**src/sv/flow_run_period_logger_assert.svh**
```systemverilog
// Assertion macros for the flow run period logger.
// Each macro takes a label, a clock, a reset, a condition and a consequence.
`ifndef FLOW_RUN_PERIOD_LOGGER_ASSERT_SVH
`define FLOW_RUN_PERIOD_LOGGER_ASSERT_SVH

`ifndef ASSERT_OFF
// Same-cycle implication
`define FRPL_ASSERT_SAME(label, clk, rst, cond, cons) \
   label: assert property (@(posedge clk) disable iff (rst) (cond) |-> (cons)) \
      else $error("assertion failed: same-cycle implication");
// Next-cycle implication
`define FRPL_ASSERT_NEXT(label, clk, rst, cond, cons) \
   label: assert property (@(posedge clk) disable iff (rst) (cond) |=> (cons)) \
      else $error("assertion failed: next-cycle implication");
`else
`define FRPL_ASSERT_SAME(label, clk, rst, cond, cons)
`define FRPL_ASSERT_NEXT(label, clk, rst, cond, cons)
`endif

`endif

```
**src/sv/frpl_pkg.sv**
```systemverilog
package frpl_pkg;

   // Field widths
   localparam int SAMPLE_W = 10;
   localparam int REG_W    = 18;
   localparam int TIME_W   = 32;
   localparam int PULSE_W  = 16;
   localparam int SUM_W    = 24;
   localparam int CNT_W    = 16;
   localparam int IDX_W    = 5;
   localparam int PHASE_W  = 2;
   localparam int CSR_IDX_W = 1;

   // Padded stream widths
   localparam int REQ_DATA_W = 16;
   localparam int RSP_DATA_W = 128;

   // Input kinds
   localparam logic KIND_TICK  = 1'b0;
   localparam logic KIND_PULSE = 1'b1;

   // Run phases
   localparam logic [PHASE_W-1:0] PHASE_WAITING = 2'd0;
   localparam logic [PHASE_W-1:0] PHASE_RUNNING = 2'd1;
   localparam logic [PHASE_W-1:0] PHASE_ENDED   = 2'd2;

   // Register indexes
   localparam logic [CSR_IDX_W-1:0] CSR_ITER_PERIOD = 1'd0;
   localparam logic [CSR_IDX_W-1:0] CSR_READ_PERIOD = 1'd1;

   // Register reset values
   localparam logic [REG_W-1:0] ITER_PERIOD_RESET = 18'd1000;
   localparam logic [REG_W-1:0] READ_PERIOD_RESET = 18'd100;

   // Record index ceiling
   localparam logic [IDX_W-1:0] IDX_MAX = 5'd31;

   typedef struct packed {
      logic                 we;
      logic [CSR_IDX_W-1:0] index;
      logic [REG_W-1:0]     wdata;
   } csr_wr_type;

   typedef struct packed {
      logic [IDX_W-1:0]   record_index;
      logic [PULSE_W-1:0] pulse_count;
      logic [SUM_W-1:0]   current_sum;
      logic [CNT_W-1:0]   read_count;
      logic [TIME_W-1:0]  end_time_ms;
      logic [PHASE_W-1:0] phase;
      logic [TIME_W-1:0]  start_time_ms;
      logic               finished;
   } rec_type;

   typedef struct packed {
      logic               halted;
      logic [PHASE_W-1:0] phase;
   } status_type;

endpackage

```
**src/sv/frpl_rsp_buf.sv**
```systemverilog
module frpl_rsp_buf (
   input  logic             clock,
   input  logic             reset,
   input  logic             in_valid,
   input  frpl_pkg::rec_type in_rec,
   output logic             can_take,
   output logic             out_valid,
   output frpl_pkg::rec_type out_rec,
   input  logic             out_ready
);

   logic             main_valid_ff, main_valid_in;
   logic             skid_valid_ff, skid_valid_in;
   frpl_pkg::rec_type main_rec_ff, main_rec_in;
   frpl_pkg::rec_type skid_rec_ff, skid_rec_in;

   assign can_take  = !skid_valid_ff;
   assign out_valid = main_valid_ff;
   assign out_rec   = main_rec_ff;

   // Refill the output register from the skid stage first, else hold into skid
   always_comb begin
      main_valid_in = main_valid_ff;
      main_rec_in   = main_rec_ff;
      skid_valid_in = skid_valid_ff;
      skid_rec_in   = skid_rec_ff;
      if (!main_valid_ff || out_ready) begin
         if (skid_valid_ff) begin
            main_valid_in = 1'b1;
            main_rec_in   = skid_rec_ff;
            skid_valid_in = 1'b0;
         end else begin
            main_valid_in = in_valid;
            main_rec_in   = in_rec;
         end
      end else if (in_valid) begin
         skid_valid_in = 1'b1;
         skid_rec_in   = in_rec;
      end
   end

   always_ff @(posedge clock) begin
      if (reset) begin
         main_valid_ff <= 1'b0;
         skid_valid_ff <= 1'b0;
      end else begin
         main_valid_ff <= main_valid_in;
         skid_valid_ff <= skid_valid_in;
      end
      main_rec_ff <= main_rec_in;
      skid_rec_ff <= skid_rec_in;
   end

endmodule

```
**src/sv/frpl_core.sv**
```systemverilog
module frpl_core #(
   parameter int MAX_RECORDS = 20
) (
   input  logic                              clock,
   input  logic                              reset,
   input  logic                              req_valid,
   output logic                              req_ready,
   input  logic                              req_kind,
   input  logic [frpl_pkg::SAMPLE_W-1:0]     req_sample,
   input  frpl_pkg::csr_wr_type              csr,
   input  logic                              can_take,
   output logic                              res_valid,
   output frpl_pkg::rec_type                 res_rec,
   output frpl_pkg::status_type              status
);

   localparam logic [frpl_pkg::IDX_W-1:0] REC_LIMIT = frpl_pkg::IDX_W'(MAX_RECORDS);

   // Input register
   logic                          in_valid_ff, in_valid_in;
   logic                          in_kind_ff;
   logic [frpl_pkg::SAMPLE_W-1:0] in_sample_ff;

   // Configuration
   logic [frpl_pkg::REG_W-1:0] iter_period_ff, iter_period_in;
   logic [frpl_pkg::REG_W-1:0] read_period_ff, read_period_in;

   // Block state
   logic [frpl_pkg::TIME_W-1:0]  now_ff, now_in;
   logic [frpl_pkg::TIME_W-1:0]  period_start_ff, period_start_in;
   logic [frpl_pkg::TIME_W-1:0]  last_read_ff, last_read_in;
   logic [frpl_pkg::PULSE_W-1:0] pulse_acc_ff, pulse_acc_in;
   logic [frpl_pkg::SUM_W-1:0]   sample_acc_ff, sample_acc_in;
   logic [frpl_pkg::CNT_W-1:0]   sample_cnt_ff, sample_cnt_in;
   logic [frpl_pkg::PHASE_W-1:0] phase_ff, phase_in;
   logic [frpl_pkg::IDX_W-1:0]   rec_idx_ff, rec_idx_in;
   logic [frpl_pkg::TIME_W-1:0]  run_start_ff, run_start_in;
   logic                         halted_ff, halted_in;

   logic                         fire;
   logic                         accept;
   logic [frpl_pkg::TIME_W-1:0]  now_next;
   logic [frpl_pkg::TIME_W-1:0]  since_read;
   logic [frpl_pkg::TIME_W-1:0]  since_period;
   logic                         read_due;
   logic                         close_due;
   logic [frpl_pkg::SUM_W:0]     sum_wide;
   logic [frpl_pkg::SUM_W-1:0]   sum_read;
   logic [frpl_pkg::CNT_W-1:0]   cnt_read;

   assign fire      = in_valid_ff && can_take;
   assign req_ready = !in_valid_ff || can_take;
   assign accept    = req_valid && req_ready;
   assign status    = '{halted: halted_ff, phase: phase_ff};

   // Advance the input register
   always_comb begin
      in_valid_in = in_valid_ff;
      if (accept) begin
         in_valid_in = 1'b1;
      end else if (fire) begin
         in_valid_in = 1'b0;
      end
   end

   // Take configuration writes
   always_comb begin
      iter_period_in = iter_period_ff;
      read_period_in = read_period_ff;
      if (csr.we) begin
         case (csr.index)
            frpl_pkg::CSR_ITER_PERIOD: iter_period_in = csr.wdata;
            frpl_pkg::CSR_READ_PERIOD: read_period_in = csr.wdata;
            default: ;
         endcase
      end
   end

   // Time differences and the sample read of a tick
   assign now_next     = now_ff + frpl_pkg::TIME_W'(1);
   assign since_read   = now_next - last_read_ff;
   assign since_period = now_next - period_start_ff;
   assign read_due     = since_read >= frpl_pkg::TIME_W'(read_period_ff);
   assign close_due    = since_period >= frpl_pkg::TIME_W'(iter_period_ff);
   assign sum_wide     = {1'b0, sample_acc_ff} + (frpl_pkg::SUM_W+1)'(in_sample_ff);

   always_comb begin
      sum_read = sample_acc_ff;
      cnt_read = sample_cnt_ff;
      if (read_due) begin
         sum_read = sum_wide[frpl_pkg::SUM_W] ? '1 : sum_wide[frpl_pkg::SUM_W-1:0];
         cnt_read = (sample_cnt_ff == '1) ? sample_cnt_ff
                                          : sample_cnt_ff + frpl_pkg::CNT_W'(1);
      end
   end

   // Update state for one request and build the record of a closing tick
   always_comb begin
      now_in          = now_ff;
      period_start_in = period_start_ff;
      last_read_in    = last_read_ff;
      pulse_acc_in    = pulse_acc_ff;
      sample_acc_in   = sample_acc_ff;
      sample_cnt_in   = sample_cnt_ff;
      phase_in        = phase_ff;
      rec_idx_in      = rec_idx_ff;
      run_start_in    = run_start_ff;
      halted_in       = halted_ff;
      res_valid       = 1'b0;
      res_rec         = '0;
      if (fire && !halted_ff) begin
         if (in_kind_ff == frpl_pkg::KIND_PULSE) begin
            if (pulse_acc_ff != '1) begin
               pulse_acc_in = pulse_acc_ff + frpl_pkg::PULSE_W'(1);
            end
         end else begin
            now_in        = now_next;
            sample_acc_in = sum_read;
            sample_cnt_in = cnt_read;
            if (read_due) begin
               last_read_in = now_next;
            end
            if (close_due) begin
               // Step the run detector on this period's pulse count
               if (pulse_acc_ff == '0 && phase_ff == frpl_pkg::PHASE_RUNNING) begin
                  phase_in = frpl_pkg::PHASE_ENDED;
               end else if (pulse_acc_ff != '0 && phase_ff == frpl_pkg::PHASE_WAITING) begin
                  phase_in     = frpl_pkg::PHASE_RUNNING;
                  run_start_in = now_next;
               end
               if (phase_in == frpl_pkg::PHASE_RUNNING && rec_idx_ff < frpl_pkg::IDX_MAX) begin
                  rec_idx_in = rec_idx_ff + frpl_pkg::IDX_W'(1);
               end
               halted_in       = (phase_in == frpl_pkg::PHASE_ENDED) || (rec_idx_in >= REC_LIMIT);
               period_start_in = now_next;
               pulse_acc_in    = '0;
               sample_acc_in   = '0;
               sample_cnt_in   = '0;
               res_valid       = 1'b1;
               res_rec.record_index  = rec_idx_ff;
               res_rec.pulse_count   = pulse_acc_ff;
               res_rec.current_sum   = sum_read;
               res_rec.read_count    = cnt_read;
               res_rec.end_time_ms   = now_next;
               res_rec.phase         = phase_in;
               res_rec.start_time_ms = run_start_in;
               res_rec.finished      = halted_in;
            end
         end
      end
   end

   always_ff @(posedge clock) begin
      if (reset) begin
         in_valid_ff     <= 1'b0;
         iter_period_ff  <= frpl_pkg::ITER_PERIOD_RESET;
         read_period_ff  <= frpl_pkg::READ_PERIOD_RESET;
         now_ff          <= '0;
         period_start_ff <= '0;
         last_read_ff    <= '0;
         pulse_acc_ff    <= '0;
         sample_acc_ff   <= '0;
         sample_cnt_ff   <= '0;
         phase_ff        <= frpl_pkg::PHASE_WAITING;
         rec_idx_ff      <= '0;
         run_start_ff    <= '0;
         halted_ff       <= 1'b0;
      end else begin
         in_valid_ff     <= in_valid_in;
         iter_period_ff  <= iter_period_in;
         read_period_ff  <= read_period_in;
         now_ff          <= now_in;
         period_start_ff <= period_start_in;
         last_read_ff    <= last_read_in;
         pulse_acc_ff    <= pulse_acc_in;
         sample_acc_ff   <= sample_acc_in;
         sample_cnt_ff   <= sample_cnt_in;
         phase_ff        <= phase_in;
         rec_idx_ff      <= rec_idx_in;
         run_start_ff    <= run_start_in;
         halted_ff       <= halted_in;
      end
      if (accept) begin
         in_kind_ff   <= req_kind;
         in_sample_ff <= req_sample;
      end
   end

endmodule

```
**src/sv/flow_run_period_logger.sv**
```systemverilog
// Flow run period logger.
// Requests arrive on the req_ stream: req_tuser is the kind (0 millisecond tick,
// 1 flow pulse) and req_tdata carries the current sample on ticks. Each tick
// advances the millisecond clock, takes a sample when the read period is due and
// closes a period when the iteration period is due; a closing tick yields one
// record on the rsp_ stream, with rsp_tlast set when the block stops after it.
// Periods are set through the csr_ write port; the user must write them only
// while the block is idle, which the block itself does not enforce. A tick is
// accepted into the input register, and its record is then loaded into the output
// register, or into the skid stage while the receiver stalls. The block takes one
// request per cycle while the skid stage is free.
// Reset clears all state, sets the periods to 1000 ms and 100 ms and empties
// the pipeline. When the receiver stalls, the output register and a skid stage
// hold two records; req_tready then drops while the input register is occupied,
// until rsp_tready frees a slot.
// After the stopping record, further requests are taken and ignored.
`include "flow_run_period_logger_assert.svh"

module flow_run_period_logger #(
   parameter int MAX_RECORDS = 20
) (
   input  logic                                 clock,
   input  logic                                 reset,
   // fields: current_sample[9:0], zero padding above
   input  logic [frpl_pkg::REQ_DATA_W-1:0]      req_tdata,
   // fields: kind[0]
   input  logic                                 req_tuser,
   input  logic                                 req_tvalid,
   output logic                                 req_tready,
   // fields: record_index[4:0], pulse_count[20:5], current_sum[44:21],
   // read_count[60:45], end_time_ms[92:61], phase[94:93],
   // start_time_ms[126:95], zero padding above
   output logic [frpl_pkg::RSP_DATA_W-1:0]      rsp_tdata,
   // fields: finished
   output logic                                 rsp_tlast,
   output logic                                 rsp_tvalid,
   input  logic                                 rsp_tready,
   input  logic                                 csr_we,
   input  logic [frpl_pkg::CSR_IDX_W-1:0]       csr_index,
   input  logic [frpl_pkg::REG_W-1:0]           csr_wdata
);

   frpl_pkg::csr_wr_type csr;
   frpl_pkg::rec_type    res_rec;
   frpl_pkg::rec_type    out_rec;
   frpl_pkg::status_type status;
   logic                 res_valid;
   logic                 can_take;

   assign csr = '{we: csr_we, index: csr_index, wdata: csr_wdata};

   frpl_core #(
      .MAX_RECORDS(MAX_RECORDS)
   ) u_core (
      .clock      (clock),
      .reset      (reset),
      .req_valid  (req_tvalid),
      .req_ready  (req_tready),
      .req_kind   (req_tuser),
      .req_sample (req_tdata[frpl_pkg::SAMPLE_W-1:0]),
      .csr        (csr),
      .can_take   (can_take),
      .res_valid  (res_valid),
      .res_rec    (res_rec),
      .status     (status)
   );

   frpl_rsp_buf u_rsp_buf (
      .clock     (clock),
      .reset     (reset),
      .in_valid  (res_valid),
      .in_rec    (res_rec),
      .can_take  (can_take),
      .out_valid (rsp_tvalid),
      .out_rec   (out_rec),
      .out_ready (rsp_tready)
   );

   // Pack the record, first field lowest
   assign rsp_tdata = {1'b0, out_rec.start_time_ms, out_rec.phase, out_rec.end_time_ms,
                       out_rec.read_count, out_rec.current_sum, out_rec.pulse_count,
                       out_rec.record_index};
   assign rsp_tlast = out_rec.finished;

   // Requests stall only while a record waits at the output
   `FRPL_ASSERT_SAME(a_stall_needs_rsp, clock, reset, !req_tready, rsp_tvalid)
   // No record comes out of a halted block
   `FRPL_ASSERT_SAME(a_no_rec_halted, clock, reset, res_valid, !status.halted)
   // Halt holds until reset
   `FRPL_ASSERT_NEXT(a_halt_sticky, clock, reset, status.halted, status.halted)
   // A record that stops the block carries the ended phase or a running one
   `FRPL_ASSERT_SAME(a_fin_phase, clock, reset, res_valid && res_rec.finished,
                     res_rec.phase == frpl_pkg::PHASE_ENDED ||
                     res_rec.phase == frpl_pkg::PHASE_RUNNING)

endmodule

```
**config.mk**
```make
export PLATFORM = sky130hd
export DESIGN_NAME = flow_run_period_logger
export DESIGN_NICKNAME = d
export VERILOG_FILES = /design/src/sv/frpl_pkg.sv /design/src/sv/frpl_rsp_buf.sv /design/src/sv/frpl_core.sv /design/src/sv/flow_run_period_logger.sv
export VERILOG_INCLUDE_DIRS = /design/src /design/src/sv
export SDC_FILE = /design/constraint.sdc
export NUM_CORES = 1
export LEC_CHECK = 0
export ABC_AREA = 1
export ABC_CLOCK_PERIOD_IN_PS = 33600
export CORE_ASPECT_RATIO = 1.5
export CORE_MARGIN = 2
export CORE_UTILIZATION = 55
export DETAILED_ROUTE_END_ITERATION = 8
export DONT_BUFFER_PORTS = 1
export HOLD_SLACK_MARGIN = 0.15
export PLACE_DENSITY = 0.7
export SETUP_SLACK_MARGIN = 0.02
export SLEW_MARGIN = 20
export SYNTH_ARGS = -nofsm -noshare
export SYNTH_HDL_FRONTEND = slang
export SYNTH_SLANG_ARGS = --single-unit
export TNS_END_PERCENT = 20
```
**constraint.sdc**
```tcl
create_clock -name clock -period 33.6 [get_ports clock]
set_input_delay 6.72 -clock clock [delete_from_list [all_inputs] [get_ports clock]]
set_output_delay 6.72 -clock clock [all_outputs]
set_load 0.01 [all_outputs]
```
# After elaboration in Yosys (flattened, before gate mapping)

Cells that the tools add are included.
W data, S select, Z words.

Register bits after elaboration: 498
Input bits: 41
Output and inout bits: 131
Logic and storage cells: 109

Add/sub/neg operators: 7
Order comparisons: 4
Equality and inequality tests: 6
Mux-type cells: 30
Bitwise operators: 3
Reductions and logical operators: 26

Operators with widths:

| operator                | number |
|---|---|
| $mux W128               | 4 |
| $mux W16                | 6 |
| $mux W24                | 3 |
| $ge A32 B18 Y1          | 2 |
| $mux W32                | 2 |
| $sub A32 B32 Y32        | 2 |
| $add A16 B1 Y16 const B | 2 |
| $add A32 B1 Y32 const B | 1 |
| $add A24 B10 Y25        | 1 |
| $mux W5                 | 4 |
| $eq A16 B16 Y1 const B  | 1 |
| $logic_not A16 Y1       | 1 |
| $ne A16 B16 Y1 const B  | 1 |
| $reduce_bool A16 Y1     | 1 |
| $mux W2                 | 5 |
| $reduce_and A3 Y1       | 3 |
| $reduce_and A2 Y1       | 4 |
| $logic_and A1 B1 Y1     | 6 |
| $mux W1                 | 6 |
| $add A5 B1 Y5 const B   | 1 |
| $ge A5 B5 Y1 const B    | 1 |
| $lt A5 B5 Y1 const B    | 1 |
| $eq A2 B1 Y1 const B    | 2 |
| $logic_not A1 Y1        | 4 |
| 7 further kinds         | 12 |

# Longest topological paths before layout

Word-level depth: 19
Mapped depth: 39
Gate-level depth less buffers: 38

# By module

Synthesis repeated with hierarchy kept, for this count alone.

Cells, all modules: 3593
Area, all modules: 27361.2 um2

By module, submodules not included:

| module                 | times used | cells each | area an instance (um2) | seq. area each (um2) |
|---|---|---|---|---|
| frpl_core              | 1          | 2909       | 17883.4                | 4914.7 |
| frpl_rsp_buf           | 1          | 682        | 9466.6                 | 7727.4 |
| flow_run_period_logger | 1          | 2          | 11.3                   | 0.0 |

# Worst setup path after synthesis

Ideal clock, no wire load.

Kind: input port to flip-flop
Start: input rsp_tready
End: register u_rsp_buf.skid_rec_ff[0] (netlist bit) (enable)
Arrival: 14.196 ns
Path slack: 18.249 ns
Stages on the path: 3
Buffers on the path: 0
Cell sequence: nor2_1 -> inv_1 -> nor2_1

Cells in the longest elaborated chain, start to end: 3

RTL lines:

| item                        | RTL line                     | source |
|---|---|---|
| start, declared             | flow_run_period_logger.sv:37 | `input logic rsp_tready,` |
| $logic_or A1 B1 Y1          | frpl_rsp_buf.sv:27           | `if (!main_valid_ff \|\| out_ready) begin` |
| $not A1 Y1 (no line)        | --                           |  |
| $reduce_and A2 Y1 (no line) | --                           |  |
| end signal, assigned        | frpl_rsp_buf.sv:51           | `skid_rec_ff <= skid_rec_in;` |
| end, declared               | frpl_rsp_buf.sv:15           | `frpl_pkg::rec_type skid_rec_ff, skid_rec_in;` |

No other way between the ends.
A chain may end at the register's enable or synchronous reset.

# Worst setup path after layout

Start: register u_rsp_buf.skid_valid_ff
End: output req_tready

Cells in the longest elaborated chain, start to end: 2

RTL lines:

| item                   | RTL line                     | source |
|---|---|---|
| start, declared        | frpl_rsp_buf.sv:13           | `logic skid_valid_ff, skid_valid_in;` |
| start signal, assigned | frpl_rsp_buf.sv:48           | `skid_valid_ff <= skid_valid_in;` |
| $logic_not A1 Y1       | frpl_rsp_buf.sv:17           | `assign can_take = !skid_valid_ff;` |
| $logic_or A1 B1 Y1     | frpl_core.sv:52              | `assign req_ready = !in_valid_ff \|\| can_take;` |
| end, declared          | flow_run_period_logger.sv:29 | `output logic req_tready,` |

No other way between the ends.

==> key figures <==
Pwr
  – Pwr/cell area: 45.60 nW/um^2
  – Internal: approximately 1 mW
  – Reg power frac: roughly 49%
  – Maximum vdd drop: 0.04284 mV
  – Part of the power in combinational logic: 10.1%
  – Switching power: approximately 340 uW
  – Sw Share: approximately a quarter
  – Leak: 13.35 nW
  – Clk pwr share: 41.0%

Detailed routing
  – DR DRC count: 0
  – Initial DRC count: 1241
  – Routed Antenna Nets: 0
  – DR vias: 22.32k
  – Avg WL per Cell: roughly 17 um
  – Routed vias/inst: 5.171
  – Routed wire length: a little over 70000 um
  – Initial DRT Pass Iterations: 6

Timing
  – Final setup fails: 0
  – Tightest Pin Transition: approximately 0.97 ns
  – Worst slew margin: between 30% and 40%
  – Fin Clk Skew: 0.01698 ns
  – Final min period: around 8.5 ns
  – Fin. max-slew vios: 0
  – Peak Freq: approximately 120 MHz
  – Final Cycle Share: 25.42%
  – Setup_tns: 0 ns
  – Fin. Hold Viols: 0
  – Unrepaired setup endpoints after global routing: no

Critical path
  – Worst Path Arrival: 1.82 ns
  – Crit Path Class: flip-flop to output pin
  – Crit path to: req_tready
  – End of the worst register-to-register path: u_core.last_read_ff[24]$_SDFFE_PP0P_
  – WP depth: 1
  – CP Launch Type: flip-flop
  – FF-to-FF path depth: 33
  – Worst setup EP type: output pin
  – Largest stage delay, worst path: 0.92 ns
  – FF-to-FF Start: u_core.now_ff[0]$_SDFFE_PP0P_
  – Critical Path, Cell by Cell: nand2_1
  – Slowest CP cell: dfxtp_4
  – Reg2reg setup slack: 26.62 ns
  – Crit Path Max Fanout: 76
  – Worst Path Required: 26.88 ns
  – Critical path startpoint: u_rsp_buf.skid_valid_ff$_SDFFE_PP0P_
  – CP Buf/Inv Count: 0
  – Delay-heaviest family, CP: flip-flops

Clock network
  – CTS tree: yes
  – Clock root buffer: clkbuf_16
  – CTS buffer count: 47
  – Hold buffers post-CTS: 0
  – CTS sink count: about 500
  – CTS Buffer Depth: 3
  – H-tree levels: 2
  – Setup Buffers After CTS: 0
  – Post-CTS sizing: 0
  – Clock Latency Late Sink: 0.60 ns
  – Clk slew on worst S/H paths: 0.06 ns

Layout
  – Area delta synth->final: 7.739%
  – Post-layout util: about 60%
  – Finished Cell Area: 29450 sq um
  – Fin nets: ~3.8k
  – Share of cells above drive strength 1: 4.221%

Yosys
  – Post-synthesis compound-gate area fraction: a little under a tenth
  – Cells after synthesis: 3656
  – Post-synthesis adder-cell area fraction: 5.392%
  – #FFs+latches synth: 498
  – Syn_area_per_cell: 7.477 sq um
  – Synth Area in Simple Gates: 26.62%
  – Main combinational cell family by area after synthesis: simple AND/OR/NAND/NOR gates
  – Syn Std Cell Area: 27340 sq um
  – Primary FF master, synth: edfxtp_1
  – Mapped Nets: 3813
  – Library cells used by synthesis: 45
  – Ys async rst share: 0%
  – Synth Area in XOR/XNOR: about 2.9%
  – Synth Warn #: 0
  – Mux share of post-synthesis cell area: 0%
  – Register area share after synthesis: 46.24%
  – EDFF count, synth: approximately 270

Die
  – IO Count: 172
  – Row cnt: 100
  – Initial Utilization: 55.31%
  – Die W: between 150 and 200 um
  – Total die area: 51540 sq um
  – Die H: between 200 and 300 um
  – Core ar.: 49420 sq um

Outcome
  – Status: finished clean

Worst hold path
  – HP Class: flip-flop to flip-flop
  – Hold path start: u_core.period_start_ff[4]$_SDFFE_PP0P_

Global routing
  – First-pass GRT wire length: 113200 um
  – Vias in the first global route: 21.34k
  – Gr ovfl total: 0
  – Largest net degree at the start of global routing: 159
  – Total GRT Usage: 28.17%
  – Initial antenna violation count: 4

Placed design
  – Number of port buffers: 0
  – Dpl hpwl: between 50000 and 60000 um
  – Final GP Congestion: roughly 0.94
  – Area after DPL: 27850 sq um

Flow run
  – # Max-Cap Violations: 0
==> routing by layer <==
| layer | track usage, % | vias to the layer above | wire (um) |
|---|---|---|---|
| met5 | 0 | - | 0 |
| met4 | 16.98 | 0 | 4631 |
| met3 | 4.813 | 160 | 3259 |
| met2 | 49.59 | 482 | 36290 |
| met1 | 31.36 | 10140 | 28050 |
| li1 | - | 11540 | - |
==> how the worst min path moves through the flow <==
stage | endpoint | slack, ns | depth (start not counted)
after floorplan | u_core.halted_ff$_SDFFE_PP0P_ | 0.44 | 2
after global placement | u_core.period_start_ff[8]$_SDFFE_PP0P_ | 0.44 | 2
after detailed placement | u_core.period_start_ff[17]$_SDFFE_PP0P_ | 0.45 | 2
after CTS | u_core.period_start_ff[17]$_SDFFE_PP0P_ | 0.46 | 2
after global routing | u_core.period_start_ff[17]$_SDFFE_PP0P_ | 0.48 | 2
final | u_core.period_start_ff[4]$_SDFFE_PP0P_ | 0.46 | 2
==> cell usage after synthesis (all sizes together), types with 6 or more instances <==
cell type  count  area (sq um)
o211ai        11         82.58
ha           113          1414
edfxtp       267          8018
nor4           6         37.54
or2            7         43.80
xor2          74         648.1
xnor2         16         140.1
a21oi        262          1349
nand3b         8         60.06
o21bai         9         67.56
dfxtp        231          4624
nand4         25         156.4
nor3          39         200.2
buf           44         267.8
nor2         361          1378
inv          540          2027
nand2       1152          4369
o21ai        191         955.9
nand3        199          1006
clkbuf        77         290.3
==> power by group through the flow <==
stage	clock (mW)	combinational [mW]	sequential [mW]
after floorplan	0	0.106	0.668
after global placement	0	0.132	0.670
after detailed placement	0	0.134	0.670
after CTS	0.562	0.135	0.657
after global routing	0.584	0.156	0.658
final	0.551	0.135	0.657
==> state kept, by name, indices dropped and copies added, names as in the netlist, 2 cells and up <==
register,count
u_core.run_start_ff,32
u_core.sample_acc_ff,24
u_core.sample_cnt_ff,16
u_core.read_period_ff,18
u_core.iter_period_ff,18
u_rsp_buf.out_rec,128
u_core.in_sample_ff,10
u_core.rec_idx_ff,5
u_rsp_buf.skid_rec_ff,128
u_core.now_ff,32
u_core.last_read_ff,32
u_core.phase_ff,2
u_core.period_start_ff,32
u_core.pulse_acc_ff,16
==> logic make-up after synthesis <==
group / after synthesis
AND/OR/NAND/NOR: 1801
AO/OA/AOI/OAI: 488
flip-flops: 498
buffers and inverters: 662
adder cells (fa/ha/maj): 116
other: 1
XOR/XNOR: 90
==> metrics by stage <==
step                hold WS (ns)  setup slack, ns  power, mW  instances
floorplan                 0.4352            18.25     0.7744       3656
global placement          0.4432            24.73     0.8023       4223
detailed placement        0.4496            24.70     0.8043       4223
CTS                       0.4599            25.02      1.354       4311
global route              0.4764            24.95      1.397       4317
finish                    0.4595            25.06      1.343       4317
==> final cells by class <==
class | count | area, sq um
multi-input cells | 2496 | 12150
clock buffers | 58 | 1249
well taps | 663 | 829.5
repair buffers | 25 | 187.7
fillers | 4644 | 19970
flip-flops and latches | 498 | 12650
inverters | 541 | 2036
clock inverters | 30 | 339.1
diodes | 6 | 15.01
==> layout by cell type (no fill, tap or decap), drive strengths merged, types with 16 or more instances in the layout <==
cell / count
inv: 541
a21oi: 262
nand3: 199
buf: 25
clkbuf: 58
xor2: 74
ha: 113
clkinv: 21
edfxtp: 267
nor3: 39
dfxtp: 231
xnor2: 16
nand2: 1152
o21ai: 191
nand4: 25
nor2: 361
(Power assumes the default switching activity.)
